**src/rtl/core/dsn_pkg.sv**
```systemverilog
// ----------------------------------------------------------------------------
// dsn_pkg
// Shared types and constants for the depth surface normal block.
// ----------------------------------------------------------------------------
`default_nettype none

package dsn_pkg;

   localparam int DEPTH_W  = 16;
   localparam int DIFF_W   = 17;
   localparam int CFG_W    = 11;
   localparam int SQ_W     = 32;
   localparam int SUM_W    = 34;
   localparam int MAG_W    = 15;
   localparam int MAG_TOP  = 14;
   localparam int QUEUE_DEPTH = 4;
   localparam int QPTR_W   = 2;

   // one pixel handed from the front end to the normalizer
   typedef struct packed {
      logic signed [DIFF_W-1:0] dx;
      logic signed [DIFF_W-1:0] dy;
      logic                     interior;
      logic                     frame_end;
   } work_type;

endpackage

`default_nettype wire

```
**src/rtl/core/dsn_fifo.sv**
```systemverilog
// ----------------------------------------------------------------------------
// dsn_fifo
// Short queue between the front end and the normalizer.
// ----------------------------------------------------------------------------
`default_nettype none

module dsn_fifo (
   input  logic              clock,
   input  logic              reset,
   input  logic              push_valid,
   output logic              push_ready,
   input  dsn_pkg::work_type push_data,
   output logic              pop_valid,
   input  logic              pop_ready,
   output dsn_pkg::work_type pop_data
);
   import dsn_pkg::*;

   work_type          slot_ff [QUEUE_DEPTH];
   logic [QPTR_W-1:0] wr_ff, rd_ff;
   logic [QPTR_W:0]   count_ff, count_in;
   logic              do_push, do_pop;

   assign push_ready = count_ff != (QPTR_W+1)'(QUEUE_DEPTH);
   assign pop_valid  = count_ff != '0;
   assign do_push    = push_valid && push_ready;
   assign do_pop     = pop_valid && pop_ready;
   assign pop_data   = slot_ff[rd_ff];

   always_comb begin
      count_in = count_ff;
      if (do_push && !do_pop)      count_in = count_ff + 1'b1;
      else if (do_pop && !do_push) count_in = count_ff - 1'b1;
   end

   always_ff @(posedge clock) begin
      if (do_push) slot_ff[wr_ff] <= push_data;
   end

   always_ff @(posedge clock) begin
      if (reset) begin
         wr_ff    <= '0;
         rd_ff    <= '0;
         count_ff <= '0;
      end else begin
         count_ff <= count_in;
         if (do_push) wr_ff <= wr_ff + 1'b1;
         if (do_pop)  rd_ff <= rd_ff + 1'b1;
      end
   end

endmodule

`default_nettype wire

```
**config.mk**
```make
export PLATFORM = sky130hd
export DESIGN_NAME = dsn_fifo
export DESIGN_NICKNAME = d
export VERILOG_FILES = /design/src/rtl/core/dsn_pkg.sv /design/src/rtl/core/dsn_fifo.sv
export SDC_FILE = /design/constraint.sdc
export NUM_CORES = 1
export LEC_CHECK = 0
export BUFFER_PORTS_ARGS = -buffer_cell sky130_fd_sc_hd__buf_2
export CAP_MARGIN = 20
export CORE_MARGIN = 4
export CORE_UTILIZATION = 45
export CTS_CLUSTER_DIAMETER = 30
export DETAILED_ROUTE_END_ITERATION = 16
export GPL_TIMING_DRIVEN = 0
export SKIP_CTS_REPAIR_TIMING = 1
export SYNTH_ARGS = -nofsm -noshare
export SYNTH_HDL_FRONTEND = slang
export SYNTH_SLANG_ARGS = --single-unit
```
**constraint.sdc**
```tcl
create_clock -name clock -period 3.8 [get_ports clock]
set_input_delay 0.57 -clock clock [delete_from_list [all_inputs] [get_ports clock]]
set_output_delay 0.57 -clock clock [all_outputs]
set_load 0.005 [all_outputs]
```
==> impl_results.md <==
* Status: completed
* CP max-delay cell: mux4_2
* Synthesized cell area at 0.00571 mm2
* All-layer global routing usage at 13.8%
* Congestion Overflow GR at 0
* Root buffer cell: clkbuf_16
* Worst setup EP type: output pin
* Register share of total power at 44.9%
* # diodes at 0
* Internal at 0.00356 W
* Fmax at 428 MHz
* Fin. Hold Viols at 0
* PD cells at 676 mW/mm2
* Number of I/O pins at 78
* CP startpoint kind: register
* EDFF count, synth at 144
* Final period utilization at 61.5%
* Count of cell types in the netlist at 25
* Leak Pwr at 2.39 nW
* Psw at 0.00113 W
* Pin count of the biggest net entering global routing at 27
* Vias at 2609
* Count of final max-slew check failures at 0
* Clock buffer depth at 2
* Die Wd at 121 um
* Post-DRT Antenna Nets at 0
* Mean post-synth cell area at 24.2 um2
* H-tree depth at 4
* Synth Net Count at 282
* Worst-case vdd ir drop at 0.000315 V
* Detailed placement HPWL at 5920 um
* TritonCTS Buffers at 17
* Seq cells post-synth at 153
* Initial DRC Count at 150
* Crit path max-delay family: multiplexers
* FP Rows at 40
* Clock Skews at 0.00721 ns
* Layout Nets at 381
* Buffers and inverters on the worst path at 3
* Die H at 121 um
* Drt first pass iters at 4
* Setup violators final at 0
* Worst-Skew Late Latency at 0.41 ns
* Worst-Margin Slew at 0.527 ns
* Asr flop ratio synth at 0%
* Warnings from Yosys at 0
* Layout area overhead at 21.5%
* Setup TNS at 0 ns
* Sink Count at 153
* Post-route minimum period at 2.34 ns
* CP arrival at 1.77 ns
* Die Footprint at 0.0146 mm2
* DRC errors left at 0
* CP peak stage delay at 0.53 ns
* Top_reg_cell synth: edfxtp_1
* Initial Util at 46.8%
* Sequential area share after synthesis at 78.8%
* Clock share of power at 33.1%
* Routed WL at 9410 um
* Critical-path cell list: buf_6 -> buf_12 -> mux4_2 -> buf_2
* FILL cells at 956
* Crit path kind: register to output pin
* RSZ-0062 raised after global routing: false
* Vias in the first global route at 2746
* Share of cells above drive strength 1 at 42.2%
* Max_cap viols at 0
* Hold Crit Class: primary input to register
* Post-Syn Instances at 236
* Initial antenna violation count at 0
* Core Region at 0.0122 mm2
* TritonCTS clock tree: done
* Peak fanout along the critical path at 10
* Clock transition at path regs at 0.06 ns
* Switching share of power at 24.0%
* Comb pwr share at 22.0%
* Design Power at 0.00469 W
* First-pass GRT wire length at 14500 um
* Post-DR wirelength/cell at 18.2 um
* Final weighted congestion in routability-driven placement at 0.744
* Port Buf Inserts at 76
* Most common cell after layout, fill and taps aside: edfxtp_1
* Routed vias/inst at 5.06
* Slew Limit Headroom at 64.9%
* Commonest non-fill, non-tap cells in the layout: edfxtp_1, buf_2, mux4_2
* Worst Path Required at 3.23 ns
layer usage:
metal / GRT usage [%] / wire length (um) / share of wire [%]
met5: 0 / 0 / 0
met4: 5.74 / 162 / 1.7
met3: 5.71 / 556 / 5.9
met2: 22.9 / 4840 / 51
met1: 15.9 / 3850 / 41
Yosys cell counts (2+ instances only):
master | number | area share (%)
edfxtp_1 | 144 | 76
nand2b_1 | 2 | 0.22
mux4_1 | 6 | 2.8
nor2_1 | 8 | 0.53
xor2_1 | 4 | 0.61
or3_1 | 2 | 0.22
dfxtp_1 | 9 | 3.2
buf_12 | 3 | 1.1
buf_2 | 3 | 0.26
inv_1 | 3 | 0.20
and2_1 | 4 | 0.44
mux2i_1 | 2 | 0.35
mux4_2 | 30 | 12
ha_1 | 5 | 1.1
cell families after synthesis:
logic type,count (synthesis),share of synthesized area [%]
compound gates,5,0.657
xor+xnor,4,0.613
fa+ha+maj,6,1.45
buf+inv,12,1.86
flops,153,78.8
mux,39,15.1
simple gates,17,1.47
power groups by stage:
stage / sequential [W] / clock [W] / combinational, W
CTS: 0.00211 / 0.00158 / 0.00107
detailed placement: 0.00214 / 0 / 0.00107
finish: 0.00211 / 0.00155 / 0.00103
global placement: 0.00214 / 0 / 0.00103
global route: 0.00212 / 0.00167 / 0.00113
floorplan: 0.00213 / 0 / 0.000679
metrics by stage:
step / setup WS [ns] / cell area, um2 / utilization [%] / instances / hold WS (ns)
2_1_floorplan: 1.65 / 5710 / - / 236 / 0.482
5_1_grt: 1.33 / 6940 / 56.8 / 516 / 0.348
3_5_place_dp: 1.48 / 6400 / 52.4 / 484 / 0.505
4_1_cts: 1.40 / 6940 / 56.8 / 516 / 0.351
3_3_place_gp: 0.815 / 6300 / 51.6 / 480 / 0.503
6_report: 1.46 / 6940 / 56.8 / 516 / 0.365
flip-flops by register name, indices dropped and copies added (netlist names), named ones only:
register,flops
rd_ff,2
slot_ff,144
count_ff,3
wr_ff,2
final timing paths:
kind	startpoint	slack, ns	cells after the start	to
setup / recovery	register	1.46	4	pop_data[27]
hold / removal	push_data[12]	0.36	1	slot_ff[2][12]$_DFFE_PP_
setup reg to reg	count_ff[0]$_SDFFE_PP0P_	1.58	8	count_ff[2]$_SDFFE_PP0P_
hold reg to reg	wr_ff[1]$_SDFFE_PP0P_	0.51	2	wr_ff[1]$_SDFFE_PP0P_
layout make-up:
class | instances | area [um2] | area share, %
clock inverters | 12 | 108 | 1.55
repair buffers | 80 | 468 | 6.74
flip-flops and latches | 153 | 4500 | 64.9
multi-input cells | 71 | 1110 | 16.0
well taps | 168 | 210 | 3.03
plain buffers | 9 | 95.1 | 1.37
clock buffers | 20 | 437 | 6.29
inverters | 3 | 11.3 | 0.162
worst register-to-register path, cell delays in order (launching register included):
cell and delay, ns:
dfxtp_1 0.46, nor2_1 0.10, a21boi_2 0.31, ha_1 0.25, inv_1 0.06, fa_1 0.37
xor2_1 0.16, or3_1 0.30, a21oi_1 0.14
Power figures use the tool's default switching activity.
