==> config.mk <==
export PLATFORM = sky130hd
export DESIGN_NAME = dsn_back
export DESIGN_NICKNAME = d
export VERILOG_FILES = /design/src/rtl/core/dsn_pkg.sv /design/src/rtl/core/dsn_isqrt.sv /design/src/rtl/core/dsn_back.sv
export SDC_FILE = /design/constraint.sdc
export NUM_CORES = 2
export LEC_CHECK = 0
export CELL_PAD_IN_SITES_DETAIL_PLACEMENT = 1
export CELL_PAD_IN_SITES_GLOBAL_PLACEMENT = 1
export CORE_UTILIZATION = 35
export CTS_CLUSTER_DIAMETER = 40
export DETAILED_ROUTE_END_ITERATION = 6
export DONT_BUFFER_PORTS = 1
export PLACE_DENSITY_LB_ADDON = 0.05
export SETUP_SLACK_MARGIN = 0.1
export SLEW_MARGIN = 30
export SYNTH_ARGS = -nofsm -noshare
export SYNTH_HDL_FRONTEND = slang
export SYNTH_HIERARCHICAL = 1
export SYNTH_SLANG_ARGS = --single-unit
==> constraint.sdc <==
create_clock -name clock -period 9.2 [get_ports clock]
set_clock_uncertainty 0.1 [all_clocks]
set_input_delay 0.92 -clock clock [delete_from_list [all_inputs] [get_ports clock]]
set_output_delay 0.92 -clock clock [all_outputs]
set_load 0.01 [all_outputs]
==> src/rtl/core/dsn_pkg.sv <==
// ----------------------------------------------------------------------------
// dsn_pkg
// Shared types and constants for the depth surface normal block.
// ----------------------------------------------------------------------------
`default_nettype none

package dsn_pkg;

   localparam int DEPTH_W  = 16;
   localparam int DIFF_W   = 17;
   localparam int CFG_W    = 11;
   localparam int SQ_W     = 32;
   localparam int SUM_W    = 34;
   localparam int MAG_W    = 15;
   localparam int MAG_TOP  = 14;
   localparam int QUEUE_DEPTH = 4;
   localparam int QPTR_W   = 2;

   // one pixel handed from the front end to the normalizer
   typedef struct packed {
      logic signed [DIFF_W-1:0] dx;
      logic signed [DIFF_W-1:0] dy;
      logic                     interior;
      logic                     frame_end;
   } work_type;

endpackage

`default_nettype wire

==> src/rtl/core/dsn_isqrt.sv <==
// ----------------------------------------------------------------------------
// dsn_isqrt
// Bit-serial search for floor(sqrt(num2) * 32768 / sqrt(s)), one bit a step.
// Tracks q*q*s and q*s so each step is adds and one compare.
// ----------------------------------------------------------------------------
`default_nettype none

module dsn_isqrt (
   input  logic                        clock,
   input  logic                        start,
   input  logic                        step,
   input  logic [3:0]                  bpos,
   input  logic [dsn_pkg::SQ_W-1:0]    num2,
   input  logic [dsn_pkg::SUM_W-1:0]   s,
   output logic [dsn_pkg::MAG_W-1:0]   mag
);
   import dsn_pkg::*;

   logic [61:0]        rhs_ff;
   logic [SUM_W-1:0]   s_ff;
   logic [65:0]        p_ff;
   logic [49:0]        qs_ff;
   logic [MAG_W-1:0]   q_ff;
   logic [65:0]        cand;
   logic               take;

   always_comb begin
      cand = p_ff + (66'(qs_ff) << (bpos + 4'd1)) + (66'(s_ff) << {bpos, 1'b0});
      take = cand <= {4'b0, rhs_ff};
   end

   always_ff @(posedge clock) begin
      if (start) begin
         rhs_ff <= {num2, 30'b0};
         s_ff   <= s;
         p_ff   <= '0;
         qs_ff  <= '0;
         q_ff   <= '0;
      end else if (step && take) begin
         p_ff       <= cand;
         qs_ff      <= qs_ff + (50'(s_ff) << bpos);
         q_ff[bpos] <= 1'b1;
      end
   end

   assign mag = q_ff;

endmodule

`default_nettype wire

==> src/rtl/core/dsn_back.sv <==
// ----------------------------------------------------------------------------
// dsn_back
// Normalizer: squares the differences of an interior pixel, then runs three
// bit-serial magnitude searches in parallel; border pixels skip both. Holds the result beat.
// ----------------------------------------------------------------------------
`default_nettype none

module dsn_back (
   input  logic                        clock,
   input  logic                        reset,
   input  logic                        pop_valid,
   output logic                        pop_ready,
   input  dsn_pkg::work_type           pop_data,
   output logic                        rsp_valid,
   input  logic                        rsp_ready,
   output logic signed [15:0]          rsp_normal_x,
   output logic signed [15:0]          rsp_normal_y,
   output logic [14:0]                 rsp_normal_z,
   output logic                        rsp_normal_valid,
   output logic                        rsp_frame_end
);
   import dsn_pkg::*;

   typedef enum logic [4:0] {
      ST_IDLE = 5'b00001,
      ST_SQR  = 5'b00010,
      ST_SUM  = 5'b00100,
      ST_RUN  = 5'b01000,
      ST_OUT  = 5'b10000
   } back_state_type;

   back_state_type state_ff, state_in;

   logic signed [DIFF_W-1:0] dx_ff, dy_ff;
   logic                     interior_ff, fend_ff;
   logic [SQ_W-1:0]          dx2_ff, dy2_ff;
   logic [3:0]               bpos_ff;
   logic signed [2*DIFF_W-1:0] dx_sq, dy_sq;
   logic [SUM_W-1:0]         s_sum;
   logic                     start, step;
   logic [MAG_W-1:0]         mag_x, mag_y, mag_z;

   assign dx_sq = dx_ff * dx_ff;
   assign dy_sq = dy_ff * dy_ff;
   assign s_sum = SUM_W'(dx2_ff) + SUM_W'(dy2_ff) + SUM_W'(1);
   assign start = state_ff == ST_SUM;
   assign step  = state_ff == ST_RUN;
   assign pop_ready = state_ff == ST_IDLE;

   always_comb begin
      state_in = state_ff;
      case (state_ff)
         ST_IDLE: if (pop_valid) state_in = pop_data.interior ? ST_SQR : ST_OUT;
         ST_SQR:  state_in = ST_SUM;
         ST_SUM:  state_in = ST_RUN;
         ST_RUN:  if (bpos_ff == 4'd0) state_in = ST_OUT;
         ST_OUT:  if (rsp_ready) state_in = ST_IDLE;
         default: state_in = ST_IDLE;
      endcase
   end

   always_ff @(posedge clock) begin
      if (reset) state_ff <= ST_IDLE;
      else       state_ff <= state_in;
   end

   always_ff @(posedge clock) begin
      if (state_ff == ST_IDLE && pop_valid) begin
         dx_ff       <= pop_data.dx;
         dy_ff       <= pop_data.dy;
         interior_ff <= pop_data.interior;
         fend_ff     <= pop_data.frame_end;
      end
      if (state_ff == ST_SQR) begin
         dx2_ff <= dx_sq[SQ_W-1:0];
         dy2_ff <= dy_sq[SQ_W-1:0];
      end
      if (start)               bpos_ff <= 4'(MAG_TOP);
      else if (step)           bpos_ff <= bpos_ff - 1'b1;
   end

   dsn_isqrt u_mag_x (.clock(clock), .start(start), .step(step), .bpos(bpos_ff),
                      .num2(dx2_ff), .s(s_sum), .mag(mag_x));
   dsn_isqrt u_mag_y (.clock(clock), .start(start), .step(step), .bpos(bpos_ff),
                      .num2(dy2_ff), .s(s_sum), .mag(mag_y));
   dsn_isqrt u_mag_z (.clock(clock), .start(start), .step(step), .bpos(bpos_ff),
                      .num2(SQ_W'(1)), .s(s_sum), .mag(mag_z));

   assign rsp_valid        = state_ff == ST_OUT;
   assign rsp_normal_valid = interior_ff;
   assign rsp_frame_end    = fend_ff;
   assign rsp_normal_x = !interior_ff ? 16'sd0 :
                         (dx_ff < 0 ? -$signed({1'b0, mag_x}) : $signed({1'b0, mag_x}));
   assign rsp_normal_y = !interior_ff ? 16'sd0 :
                         (dy_ff < 0 ? -$signed({1'b0, mag_y}) : $signed({1'b0, mag_y}));
   assign rsp_normal_z = interior_ff ? mag_z : 15'd0;

endmodule

`default_nettype wire

==> out/qor.log <==
[status] run status finished with violations
[status] violations in the final reports setup timing
[synth] Yosys cell types 100
[worst_setup_path] kind of launch point of the worst setup path register
[timing] worst rel slew slack 7.59%
[routing] wire length on met2 178000 um
[place] Detail Placement HPWL 287000 um
[synth] Synth Area per Inst 8.56 um^2
[routing] Routed met3 length 13500 um
[synth] top cells by area, synth sky130_fd_sc_hd__fa_1 16%, sky130_fd_sc_hd__edfxtp_1 10%, sky130_fd_sc_hd__ha_1 9.4%, sky130_fd_sc_hd__dfxtp_1 9.3%, sky130_fd_sc_hd__a21oi_1 4.7%
[timing] final count of hold timing violations 0
[timing] final-layout setup total negative slack -0.00803 ns
[worst_setup_path] minimum setup slack among reg-to-reg paths -0.008 ns
[worst_setup_path] Critical Path Source bpos_ff[0]
[routing] DR vias 80700
[cts] TritonCTS clock tree yes
[global_routing] number of global-route vias before repair 84100
[timing] Slew Limit Fails 0
[job] Max-cap violations 0
[place] last weighted congestion value of the routability-driven placer 0.970
[timing] final-report setup violation count 1
[cts] Num Clock Sinks 698
[final_layout] Layout Utilization 44.0%
[worst_setup_path] stage delay of the slowest cell on the critical path 0.51 ns
[worst_setup_path] Worst EP arrival 9.84 ns
[die] initial core utilization 35.2%
[die] area of the placeable core 246000 um^2
[worst_setup_path] slowest stage cell, crit path sky130_fd_sc_hd__or4_4
[power_and_ir_drop] maximum vdd ir drop 1.09 mV
[worst_setup_path] destination of the critical timing path u_mag_x/qs_ff[10]
[power_and_ir_drop] Leakage Power 47.2 nW
[synth] Main synth FF type sky130_fd_sc_hd__dfxtp_1
[final_layout] final layout net count 12200
[routing] detail-routed net length per standard cell 25.9 um
[power_and_ir_drop] Cell Pwr Density 380 nW/um^2
[die] total number of placement rows 182
[die] Top Ports 91
[timing] min setup slack post-route -0.00803 ns
[cts] hold_buf cts 0
[hold_path] worst min path class in2reg
[timing] Achievable Freq 0.109 GHz
[global_routing] antenna violations before repair 11
[synth] most numerous cell in the Yosys netlist sky130_fd_sc_hd__inv_1
[routing] sum of routed wire segments on met1 166000 um
[place] Port-buffer cells 0
[cts] clock tree root driver cell sky130_fd_sc_hd__clkbuf_16
[final_layout] fillcell total 28100
[cts] TritonCTS buffer count 173
[worst_setup_path] Setup CP Type reg2reg
[cts] clock latency on the worst-skew pair 0.85 ns
[synth] post-synthesis register bit count 698
[routing] Final ANT Viol Nets 0
[cts] H-Tree Level Count 4
[timing] setup repair after global routing missed its margin true
[routing] uppermost layer routed met5
[global_routing] maximum number of pins on one net before global-route repair 139
[routing] remaining routing DRC violations 0
[global_routing] total congestion overflow after global routing 0
[timing] pin slew with the least headroom to its limit 1.39 ns
[worst_setup_path] CP required 9.84 ns
[cts] post-CTS clock slew at the launch and capture registers of the worst setup and hold paths 0.05 ns
[timing] final worst path period share 100%
[final_layout] layout-stage area growth over the synthesis result 24.8%
[die] y dimension of the die 500 um
[cts] Max Root-Sink Buffers 3
[worst_setup_path] startpoint of the most critical register-to-register path bpos_ff[0]
[worst_setup_path] Worst R2R End u_mag_x/qs_ff[10]
[routing] detailed-route vias per instance 5.68
[synth] sequential share of the synthesized area 19.5%
[die] overall die width 500 um
[worst_setup_path] critical path capture point type register
[synth] area of the mapped netlist 86700 um^2
[synth] cell count after synthesis 10100
[routing] total length of routed wires 368000 um
[synth] Post-synth EDFFs 296
[die] total die area 250000 um^2
[global_routing] total routing resource utilization after global routing 28.1%
[timing] post-layout minimum cycle time 9.21 ns
[synth] number of warnings printed during yosys synthesis 6
[routing] number of DRC markers after the initial detailed-route iteration 4915
[synth] leading cell types by count after synthesis 925 x sky130_fd_sc_hd__inv_1, 825 x sky130_fd_sc_hd__nand2_1, 817 x sky130_fd_sc_hd__a21oi_1, 711 x sky130_fd_sc_hd__fa_1, 708 x sky130_fd_sc_hd__nor2_1
[synth] area share of the leading cell type in the synthesized netlist 16.4%
[routing] DRT Pass-1 Iters 5
[global_routing] global-route wire length before repair 537000 um
[synth] library cell occupying the most area in the post-synthesis netlist sky130_fd_sc_hd__fa_1
[worst_setup_path] R2R depth 39
[final_layout] share of post-route cells with drive strength above 1 19.7%
[worst_setup_path] CP max FO 8
[synth] Post-synth ARST share 0%
==> where the power goes <==
group,total (mW),internal (mW),leakage (nW),switching (mW)
combinational,29.6,12.2,38.2,17.4
sequential,4.96,4.72,5.93,0.240
clock,6.58,4.22,3.02,2.36
total,41.1,21.1,47.2,20.0
==> per-layer routing <==
| layer | vias up | GRT usage (%) |
|---|---|---|
| li1 | 37200 | - |
| met1 | 41400 | 37.7 |
| met2 | 1622 | 47.8 |
| met3 | 470 | 2.87 |
| met4 | 4 | 7.58 |
| met5 | - | 0 |
==> critical path: cells and delay by family, from the launching register on <==
kind            cells  cell delay (ns)
compound gates     11             2.20
xor+xnor            1             0.14
fa+ha+maj           4             1.48
buf+inv            11             1.77
flops               1             0.35
mux                 1             0.30
simple gates       11             2.70
==> cell families after synthesis <==
group           share of synthesized area (%)
other cells                           0.00866
compound gates                           19.7
simple gates                             15.8
xor+xnor                                 4.68
flops                                    19.5
buf+inv                                  6.91
fa+ha+maj                                25.8
mux                                      7.59
==> worst min-delay path by stage <==
stage	startpoint	end	slack, ns	cells past startpoint
final	pop_data[4]	dy_ff[2]	0.08	0
after global routing	pop_data[16]	dy_ff[14]	0.02	0
after CTS	pop_data[15]	dy_ff[13]	0.006	0
after detailed placement	dx2_ff[4]	u_mag_x/rhs_ff[34]	0.35	0
after global placement	u_mag_z/mag[3]	u_mag_z/mag[3]	0.36	2
after floorplan	dx2_ff[0]	u_mag_x/rhs_ff[30]	0.33	0
==> sequential cells by signal, indices dropped and copies added (netlist names), 34 cells and up <==
register,cells
u_mag_x/p_ff,66
u_mag_y/p_ff,66
u_mag_z/p_ff,66
u_mag_x/qs_ff,50
u_mag_y/qs_ff,50
u_mag_z/qs_ff,50
u_mag_x/s_ff,34
u_mag_y/s_ff,34
u_mag_z/s_ff,34
==> area by class of cell <==
| type | instances | area (um^2) | share of cell area (%) |
|---|---|---|---|
| Clock buffer | 197 | 4600 | 4.25 |
| Tap cell | 3220 | 4030 | 3.72 |
| Antenna cell | 2 | 5.00 | 0.00463 |
| Multi-Input combinational cell | 7930 | 67000 | 61.9 |
| Timing Repair Buffer | 1094 | 10500 | 9.68 |
| Clock inverter | 126 | 1650 | 1.52 |
| Sequential cell | 698 | 17000 | 15.7 |
| Inverter | 935 | 3520 | 3.26 |
==> cells in the final DEF (no fill, tap or decap), drive strengths merged, types with 22 or more instances in the layout <==
cell type,netlist,final
nor3,100,100
mux4,153,153
buf,159,1054
conb,2,37
a31oi,112,112
and3,110,110
clkbuf,444,232
a21oi,819,819
o211ai,62,62
nand4,112,112
and2,227,227
xnor2,336,336
a41oi,24,24
nand2b,130,130
mux2i,276,276
or3,49,49
a21o,255,255
nand2,827,827
mux2,32,32
or2,22,22
clkinv,3,44
xor2,127,127
o31ai,66,66
o21ai,803,803
a211oi,154,154
nor2b,96,96
nor4,95,95
edfxtp,296,296
dfxtp,402,402
o21a,58,58
nor2,709,709
o21bai,62,62
a31o,95,95
fa,711,711
a22o,50,50
nand3,308,308
inv,932,977
ha,652,652
o22ai,29,29
==> through the flow <==
step | cell area [um^2] | setup WS (ns) | total power, mW | hold slack, ns | instances
after floorplan | 86800 | 0.171 | 25.4 | 0.326 | 10200
after global placement | 96100 | -1.15 | 33.8 | 0.358 | 13700
after detailed placement | 96200 | -1.33 | 34.4 | 0.354 | 13700
after CTS | 104000 | 0.0924 | 41.4 | 0.00574 | 14100
after global routing | 108000 | -0.221 | 44.9 | 0.0231 | 14200
final | 108000 | -0.00803 | 41.1 | 0.0819 | 14200
==> repair_timing <==
item | 4_1_cts | 5_1_grt
hold endpoints to repair | 0 | 0
pin swaps | 41 | 220
gates cloned | 12 | 45
buffers inserted | 27 | 94
endpoints found under the setup margin | 393 | 393
gates resized for setup | 190 | 567
Note: power is estimated with default switching activity, not from simulation.
